### src/design/bfq_pkg.sv
// ----------------------------------------------------------------------------
// bfq_pkg
// shared types and codes for the bounded fifo queue
// ----------------------------------------------------------------------------
`default_nettype none

package bfq_pkg;

    localparam int unsigned DEPTH_DEFAULT = 64;
    localparam int unsigned CAP_W         = 7;
    localparam logic [CAP_W-1:0] CAP_RESET = 7'd16;

    // command codes
    localparam logic [1:0] CMD_CLEAR = 2'd0;
    localparam logic [1:0] CMD_CHECK = 2'd1;
    localparam logic [1:0] CMD_PUSH  = 2'd2;
    localparam logic [1:0] CMD_POP   = 2'd3;

    // status codes
    localparam logic [1:0] ST_OK    = 2'd0;
    localparam logic [1:0] ST_FULL  = 2'd1;
    localparam logic [1:0] ST_EMPTY = 2'd2;

    typedef struct packed {
        logic [1:0]         cmd;
        logic signed [31:0] value_in;
    } t_cmd_item;

    typedef struct packed {
        logic [1:0]         status;
        logic signed [31:0] value_out;
        logic               is_empty;
    } t_res_item;

    typedef enum logic [1:0] {
        S_IDLE,
        S_EXEC,
        S_LOAD
    } t_ctrl_state;

    // controller to datapath
    typedef struct packed {
        logic latch;
        logic exec;
        logic load;
    } t_dp_cmd;

    // datapath to controller
    typedef struct packed {
        logic out_busy;
    } t_dp_stat;

endpackage

`default_nettype wire

### src/design/bfq_ctrl.sv
// ----------------------------------------------------------------------------
// bfq_ctrl
// sequencer: accept an item, execute it, load the result register
// ----------------------------------------------------------------------------
`default_nettype none

module bfq_ctrl
    import bfq_pkg::*;
(
    input  wire logic     i_clk,
    input  wire logic     i_rst_n,
    input  wire logic     i_in_valid,
    output logic          o_in_ready,
    input  wire t_dp_stat i_stat,
    output t_dp_cmd       o_cmd
);

    t_ctrl_state r_state;
    t_ctrl_state n_state;

    always_ff @(posedge i_clk) begin
        if (!i_rst_n) begin
            r_state <= S_IDLE;
        end else begin
            r_state <= n_state;
        end
    end

    always_comb begin
        n_state    = r_state;
        o_in_ready = 1'b0;
        o_cmd      = '0;
        case (r_state)
            S_IDLE: begin
                o_in_ready = 1'b1;
                if (i_in_valid) begin
                    o_cmd.latch = 1'b1;
                    n_state     = S_EXEC;
                end
            end
            S_EXEC: begin
                o_cmd.exec = 1'b1;
                n_state    = S_LOAD;
            end
            S_LOAD: begin
                // wait here while the previous result is still held
                if (!i_stat.out_busy) begin
                    o_cmd.load = 1'b1;
                    n_state    = S_IDLE;
                end
            end
            default: begin
                n_state = S_IDLE;
            end
        endcase
    end

endmodule

`default_nettype wire

### src/design/bfq_datapath.sv
// ----------------------------------------------------------------------------
// bfq_datapath
// ring buffer storage, pointers, count, capacity register and result register
// ----------------------------------------------------------------------------
`default_nettype none

module bfq_datapath
    import bfq_pkg::*;
#(
    parameter int unsigned MAX_DEPTH = DEPTH_DEFAULT
) (
    input  wire logic             i_clk,
    input  wire logic             i_rst_n,
    input  wire t_dp_cmd          i_cmd,
    output t_dp_stat              o_stat,
    input  wire t_cmd_item        i_in_item,
    input  wire logic             i_cfg_we,
    input  wire logic [CAP_W-1:0] i_cfg_wdata,
    output logic                  o_out_valid,
    input  wire logic             i_out_ready,
    output t_res_item             o_out_item
);

    localparam int unsigned PW = $clog2(MAX_DEPTH);
    localparam int unsigned CW = $clog2(MAX_DEPTH + 1);
    localparam int unsigned LW = (CW > CAP_W) ? CW : CAP_W;
    localparam logic [PW-1:0] LAST_IDX  = PW'(MAX_DEPTH - 1);
    localparam logic [LW-1:0] DEPTH_LIM = LW'(MAX_DEPTH);

    logic [31:0] r_mem [MAX_DEPTH];

    logic [PW-1:0]    r_head;
    logic [PW-1:0]    r_tail;
    logic [CW-1:0]    r_count;
    logic [CAP_W-1:0] r_cap;
    t_cmd_item        r_item;
    logic [1:0]       r_status;
    logic             r_pop_ok;
    logic [31:0]      r_rd_data;
    logic             r_out_valid;
    t_res_item        r_out_item;

    logic [LW-1:0] cap_ext;
    logic [LW-1:0] cap_eff;
    logic          full;
    logic          empty;
    logic          do_push;
    logic          do_pop;
    logic [PW-1:0] head_inc;
    logic [PW-1:0] tail_inc;

    always_comb begin
        cap_ext  = LW'(r_cap);
        cap_eff  = (cap_ext > DEPTH_LIM) ? DEPTH_LIM : cap_ext;
        full     = LW'(r_count) >= cap_eff;
        empty    = (r_count == '0);
        do_push  = i_cmd.exec && (r_item.cmd == CMD_PUSH) && !full;
        do_pop   = i_cmd.exec && (r_item.cmd == CMD_POP) && !empty;
        head_inc = (r_head == LAST_IDX) ? '0 : r_head + PW'(1);
        tail_inc = (r_tail == LAST_IDX) ? '0 : r_tail + PW'(1);
    end

    // control registers
    always_ff @(posedge i_clk) begin
        if (!i_rst_n) begin
            r_head  <= '0;
            r_tail  <= '0;
            r_count <= '0;
            r_cap   <= CAP_RESET;
        end else begin
            if (i_cfg_we) begin
                r_cap <= i_cfg_wdata;
            end
            if (i_cmd.exec && (r_item.cmd == CMD_CLEAR)) begin
                r_head  <= '0;
                r_tail  <= '0;
                r_count <= '0;
            end else if (do_push) begin
                r_tail  <= tail_inc;
                r_count <= r_count + CW'(1);
            end else if (do_pop) begin
                r_head  <= head_inc;
                r_count <= r_count - CW'(1);
            end
        end
    end

    // storage, one write and one registered read
    always_ff @(posedge i_clk) begin
        if (do_push) begin
            r_mem[r_tail] <= r_item.value_in;
        end
        if (do_pop) begin
            r_rd_data <= r_mem[r_head];
        end
    end

    // item capture and execute stage
    always_ff @(posedge i_clk) begin
        if (i_cmd.latch) begin
            r_item <= i_in_item;
        end
        if (i_cmd.exec) begin
            r_pop_ok <= do_pop;
            if ((r_item.cmd == CMD_PUSH) && full) begin
                r_status <= ST_FULL;
            end else if ((r_item.cmd == CMD_POP) && empty) begin
                r_status <= ST_EMPTY;
            end else begin
                r_status <= ST_OK;
            end
        end
    end

    // result register
    always_ff @(posedge i_clk) begin
        if (!i_rst_n) begin
            r_out_valid <= 1'b0;
        end else if (i_cmd.load) begin
            r_out_valid <= 1'b1;
        end else if (i_out_ready) begin
            r_out_valid <= 1'b0;
        end
    end

    always_ff @(posedge i_clk) begin
        if (i_cmd.load) begin
            r_out_item.status    <= r_status;
            r_out_item.value_out <= r_pop_ok ? r_rd_data : '0;
            r_out_item.is_empty  <= empty;
        end
    end

    assign o_stat.out_busy = r_out_valid && !i_out_ready;
    assign o_out_valid     = r_out_valid;
    assign o_out_item      = r_out_item;

endmodule

`default_nettype wire

### src/design/bounded_fifo_queue.sv
// ----------------------------------------------------------------------------
// bounded_fifo_queue
// first-in first-out queue of signed 32-bit values with a settable capacity
// ----------------------------------------------------------------------------
// each command item clears the queue, checks for empty, pushes a value or pops
// the oldest value, and gives exactly one result item (status, popped value,
// empty flag). the usable capacity is the 7-bit configuration register,
// saturated to MAX_DEPTH; zero means always full. storage is a ring buffer of
// MAX_DEPTH words with one write and one registered read port. an item passes
// from acceptance to a loaded result through capture, execute (the memory
// access and pointer update) and load into the result register. a new item
// is accepted only once the last one is loaded; the result register lets the
// next item be taken while the last result still waits, and the load stage
// holds only if that result has not yet been taken. stored data is never
// cleared, so no clearing pass follows reset
// ----------------------------------------------------------------------------
`default_nettype none

module bounded_fifo_queue
    import bfq_pkg::*;
#(
    parameter int unsigned MAX_DEPTH = DEPTH_DEFAULT
) (
    input  wire logic             i_clk,
    input  wire logic             i_rst_n,
    // command channel
    input  wire logic             i_in_valid,
    output logic                  o_in_ready,
    input  wire t_cmd_item        i_in_item,
    // result channel
    output logic                  o_out_valid,
    input  wire logic             i_out_ready,
    output t_res_item             o_out_item,
    // capacity register write
    input  wire logic             i_cfg_we,
    input  wire logic [CAP_W-1:0] i_cfg_wdata
);

    // command and status between sequencer and datapath
    t_dp_cmd  dp_cmd;
    t_dp_stat dp_stat;

    bfq_ctrl u_ctrl (
        .i_clk      (i_clk),
        .i_rst_n    (i_rst_n),
        .i_in_valid (i_in_valid),
        .o_in_ready (o_in_ready),
        .i_stat     (dp_stat),
        .o_cmd      (dp_cmd)
    );

    bfq_datapath #(
        .MAX_DEPTH (MAX_DEPTH)
    ) u_datapath (
        .i_clk       (i_clk),
        .i_rst_n     (i_rst_n),
        .i_cmd       (dp_cmd),
        .o_stat      (dp_stat),
        .i_in_item   (i_in_item),
        .i_cfg_we    (i_cfg_we),
        .i_cfg_wdata (i_cfg_wdata),
        .o_out_valid (o_out_valid),
        .i_out_ready (i_out_ready),
        .o_out_item  (o_out_item)
    );

endmodule

`default_nettype wire
### config.mk
export PLATFORM = sky130hd
export DESIGN_NAME = bounded_fifo_queue
export DESIGN_NICKNAME = d
export VERILOG_FILES = /design/src/design/bfq_pkg.sv /design/src/design/bfq_ctrl.sv /design/src/design/bfq_datapath.sv /design/src/design/bounded_fifo_queue.sv
export SDC_FILE = /design/constraint.sdc
export NUM_CORES = 2
export LEC_CHECK = 0
export BUFFER_PORTS_ARGS = -buffer_cell sky130_fd_sc_hd__buf_4
export CAP_MARGIN = 20
export CELL_PAD_IN_SITES_DETAIL_PLACEMENT = 0
export CELL_PAD_IN_SITES_GLOBAL_PLACEMENT = 1
export CORE_MARGIN = 1.5
export CORE_UTILIZATION = 45
export CTS_CLUSTER_SIZE = 20
export DETAILED_ROUTE_END_ITERATION = 8
export PLACE_DENSITY = 0.7
export SLEW_MARGIN = 30
export SYNTH_ARGS = -nofsm -noshare
export SYNTH_HDL_FRONTEND = slang
export SYNTH_SLANG_ARGS = --single-unit
### constraint.sdc
create_clock -name i_clk -period 4.14 [get_ports i_clk]
set_input_delay 0.207 -clock i_clk [delete_from_list [all_inputs] [get_ports i_clk]]
set_output_delay 0.207 -clock i_clk [all_outputs]
set_load 0.02 [all_outputs]
==> flow_metrics.env <==
export IMPL_wl_met1_um=83200
export IMPL_port_buffer_count=82
export IMPL_path_class="reg2reg"
export IMPL_detail_route_wl_per_cell_um=30.5
export IMPL_dieArea_um2=187000
export IMPL_grt_pass1_vias=39500
export IMPL_postPlaceCellArea_um2=89000
export IMPL_maxCapViolations=0
export IMPL_wl_um=204000
export IMPL_dp_cells=6242
export IMPL_rsz0062_at_grt="no"
export IMPL_p_sw_share_pct=20.3
export IMPL_holdBufCountCts=60
export IMPL_yosysSeqAreaShare_pct=78.6
export IMPL_drive_gt1_share_pct=29.1
export IMPL_placeableCoreArea_um2=183000
export IMPL_regToRegEndpoint="u_datapath.r_rd_data[25]"
export IMPL_min_delay_start="i_in_item[25]"
export IMPL_yosys_warnings=0
export IMPL_clock_power_share_pct=42.9
export IMPL_die_h_um=432
export IMPL_hold_class="in2reg"
export IMPL_num_rows=157
export IMPL_seqPwrFrac_pct=55.0
export IMPL_setup_ws_ns=0.598
export IMPL_num_vias=39400
export IMPL_postRouteAntennaNets=0
export IMPL_end_kind="flip-flop"
export IMPL_synth_edf_count=2152
export IMPL_cts_root_buffer="clkbuf_16"
export IMPL_first_pass_iters=5
export IMPL_regToRegStartpoint="u_datapath.r_head[1]"
export IMPL_grt_max_degree=65
export IMPL_total_power_mw=44.3
export IMPL_worstSkewPairLatency_ns=0.86
export IMPL_fin_nets=4118
export IMPL_clk_pin_slew_ns=0.06
export IMPL_antenna_found_initial=5
export IMPL_wl_met3_um=14600
export IMPL_peakVddDrop_mv=0.403
export IMPL_postCtsSetupBuffers=0
export IMPL_dp_worst_setup_slack_ns=0.609
export IMPL_cellPowerDensity_nw_per_um2=460
export IMPL_hold_viol_final=0
export IMPL_synthCells=3658
export IMPL_fin_crit_ns=3.54
export IMPL_max_slew_margin_pct=33.3
export IMPL_wl_met2_um=101000
export IMPL_grt_overflow=0
export IMPL_cts_sinks=2181
export IMPL_p_comb_share_pct=2.1
export IMPL_ys_ff_latch=2181
export IMPL_grt_pass1_wl_um=292000
export IMPL_critPathMaxFanout=44
export IMPL_gp_congestion=0.837
export IMPL_fin_util_pct=52.7
export IMPL_setup_viol=0
export IMPL_grt_use_total_pct=22.0
export IMPL_internal_power_mw=35.4
export IMPL_cts_tree="done"
export IMPL_drt_iter0_drc=4886
export IMPL_clk_path_buf_depth=3
export IMPL_async_flop_share_pct=0
export IMPL_whs_ns=0.0650
export IMPL_critPathRequiredTime_ns=4.71
export IMPL_min_period_over_period_pct=85.6
export IMPL_reg2reg_depth=6
export IMPL_syn_to_final_growth_pct=16.2
export IMPL_netlist_area_um2=83000
export IMPL_synth_avg_cell_area_um2=22.7
export IMPL_drv_slew=0
export IMPL_numCtsBuffers=215
export IMPL_cp_data_arrival_time_ns=4.11
export IMPL_start_util_pct=45.3
export IMPL_viasPerCell=5.89
export IMPL_io_pins=83
export IMPL_clock_fmax_ghz=0.282
export IMPL_top_layer="met4"
export IMPL_ys_flop_type="edfxtp_1"
export IMPL_h_tree_depth=4
export IMPL_fin_cells=6698
export IMPL_synth_nets=3719
export IMPL_clock_skew_ns=0.0373
export IMPL_synth_cell_type_count=64
export IMPL_cts_repair_resized=0
export IMPL_holdPathStages=2
export IMPL_power_switching_mw=8.99
export IMPL_crit_path_start_kind="flip-flop"
export IMPL_min_to="u_datapath.r_item[25]"
export IMPL_leakage_nw=29.4
export IMPL_r2r_slack_ns=0.60
export IMPL_run_status="finished clean"
export IMPL_die_x_um=432
export IMPL_drc=0
export IMPL_fin_area_um2=96400
export IMPL_dpl_hpwl_um=122000
export IMPL_fin_tns_setup_ns=0
export IMPL_tightest_slew_ns=0.975
==> registers in the layout, summed over array words and instances, names as in the netlist <==
name                    count
u_datapath.r_mem         2048
u_datapath.r_pop_ok         1
u_datapath.r_count          7
u_datapath.cap_ext          7
u_datapath.r_status         2
u_datapath.r_head           6
u_datapath.o_out_valid      1
u_datapath.o_out_item      35
u_datapath.r_rd_data       32
u_datapath.r_item          34
u_ctrl.r_state              2
u_datapath.r_tail           6
==> layout make-up <==
cell class              count  area, µm²
fillers                 14000      86600
flip-flops and latches   2181      65200
multi-input cells        1275      17300
clock buffers             262       5620
repair buffers            374       3980
well taps                2464       3080
clock inverters           131       1230
inverters                  10       37.5
diodes                      1       2.50
==> layout by cell type, fill, tap and decap left out, types with 5 or more instances in the layout <==
master,count
a221oi_1,17
inv_1,5
nor2_1,56
a211o_1,8
buf_12,79
nor2_4,68
dlygate4sd3_1,60
clkinv_8,5
mux2i_1,148
a22oi_1,76
nand3_1,13
nand2_1,82
mux4_2,510
a2111oi_0,12
and3_1,6
ha_1,14
clkbuf_16,216
xnor2_1,10
a211oi_1,9
nor3_1,21
dfxtp_1,24
clkinvlp_4,6
o22ai_1,34
and2_1,34
inv_6,5
nand2b_1,8
clkinv_2,46
clkinv_1,44
buf_4,231
nor2b_1,12
bufinv_16,17
clkbuf_1,42
o21ai_0,10
dfxtp_4,5
a22o_1,17
a21oi_1,46
edfxtp_1,2152
==> synthesized netlist by cell type (9+ instances only) <==
library cell     n  area, µm²
edfxtp_1      2152      64600
mux4_2         510      11500
mux2i_1        148       1480
nor2_1         124        465
nand2_1         82        308
a22oi_1         76        571
buf_2           72        360
clkbuf_1        58        218
a21oi_1         46        230
and2_1          36        225
o22ai_1         34        213
dfxtp_1         29        581
buf_4           25        188
nor3_1          23        115
buf_1           22       82.6
a221oi_1        17        149
a22o_1          17        149
a2111oi_0       16        140
buf_6           15        169
ha_1            14        175
nand3_1         13       65.1
nor2b_1         13       81.3
o21ai_0         10       50.1
xnor2_1         10       87.6
a211oi_1         9       67.6
==> power by group through the flow <==
stage | clock network (mW) | registers (mW) | logic (mW)
2_1_floorplan | 0 | 25.0 | 0.271
3_3_place_gp | 0 | 24.9 | 0.868
3_5_place_dp | 0 | 24.9 | 0.903
4_1_cts | 19.3 | 24.4 | 0.949
5_1_grt | 20.1 | 24.4 | 1.01
6_report | 19.0 | 24.4 | 0.944
==> metal layers <==
layer | global-route usage [%] | vias up
met3 | 3.38 | 243
li1 | - | 16300
met5 | 0 | -
met1 | 31.1 | 21200
met2 | 35.7 | 1641
met4 | 6.09 | 0
==> kinds of logic (layout without fill, tap and decap cells) <==
logic type	Yosys count	count (layout)	synth area share [%]
compound gates	259	259	2.26
xor+xnor	12	12	0.127
fa+ha+maj	15	15	0.235
buf+inv	202	777	1.27
flops	2181	2181	78.6
mux	661	661	15.7
other cells	0	1	0
simple gates	328	328	1.86
==> critical path, cell delays in order (launching register included) <==
cell	delay, ns
dfxtp_4	0.92
buf_12	0.35
buf_4	0.20
mux4_2	0.30
a221oi_1	0.70
o22ai_1	0.40
a211o_1	0.36
==> how the worst max path moves through the flow <==
stage	end	start	slack (ns)	depth (start not counted)
after floorplan	u_datapath.r_mem[57][0]	u_datapath.r_count[0]	0.05	9
after global placement	u_datapath.r_rd_data[1]	u_datapath.r_head[1]	0.12	8
after detailed placement	u_datapath.r_rd_data[0]	u_datapath.r_head[1]	0.61	7
after CTS	u_datapath.r_rd_data[0]	u_datapath.r_head[1]	0.61	7
after global routing	u_datapath.r_count[6]	u_datapath.r_count[0]	0.48	14
final	u_datapath.r_rd_data[25]	u_datapath.r_head[1]	0.60	6
(Power assumes the default switching activity.)
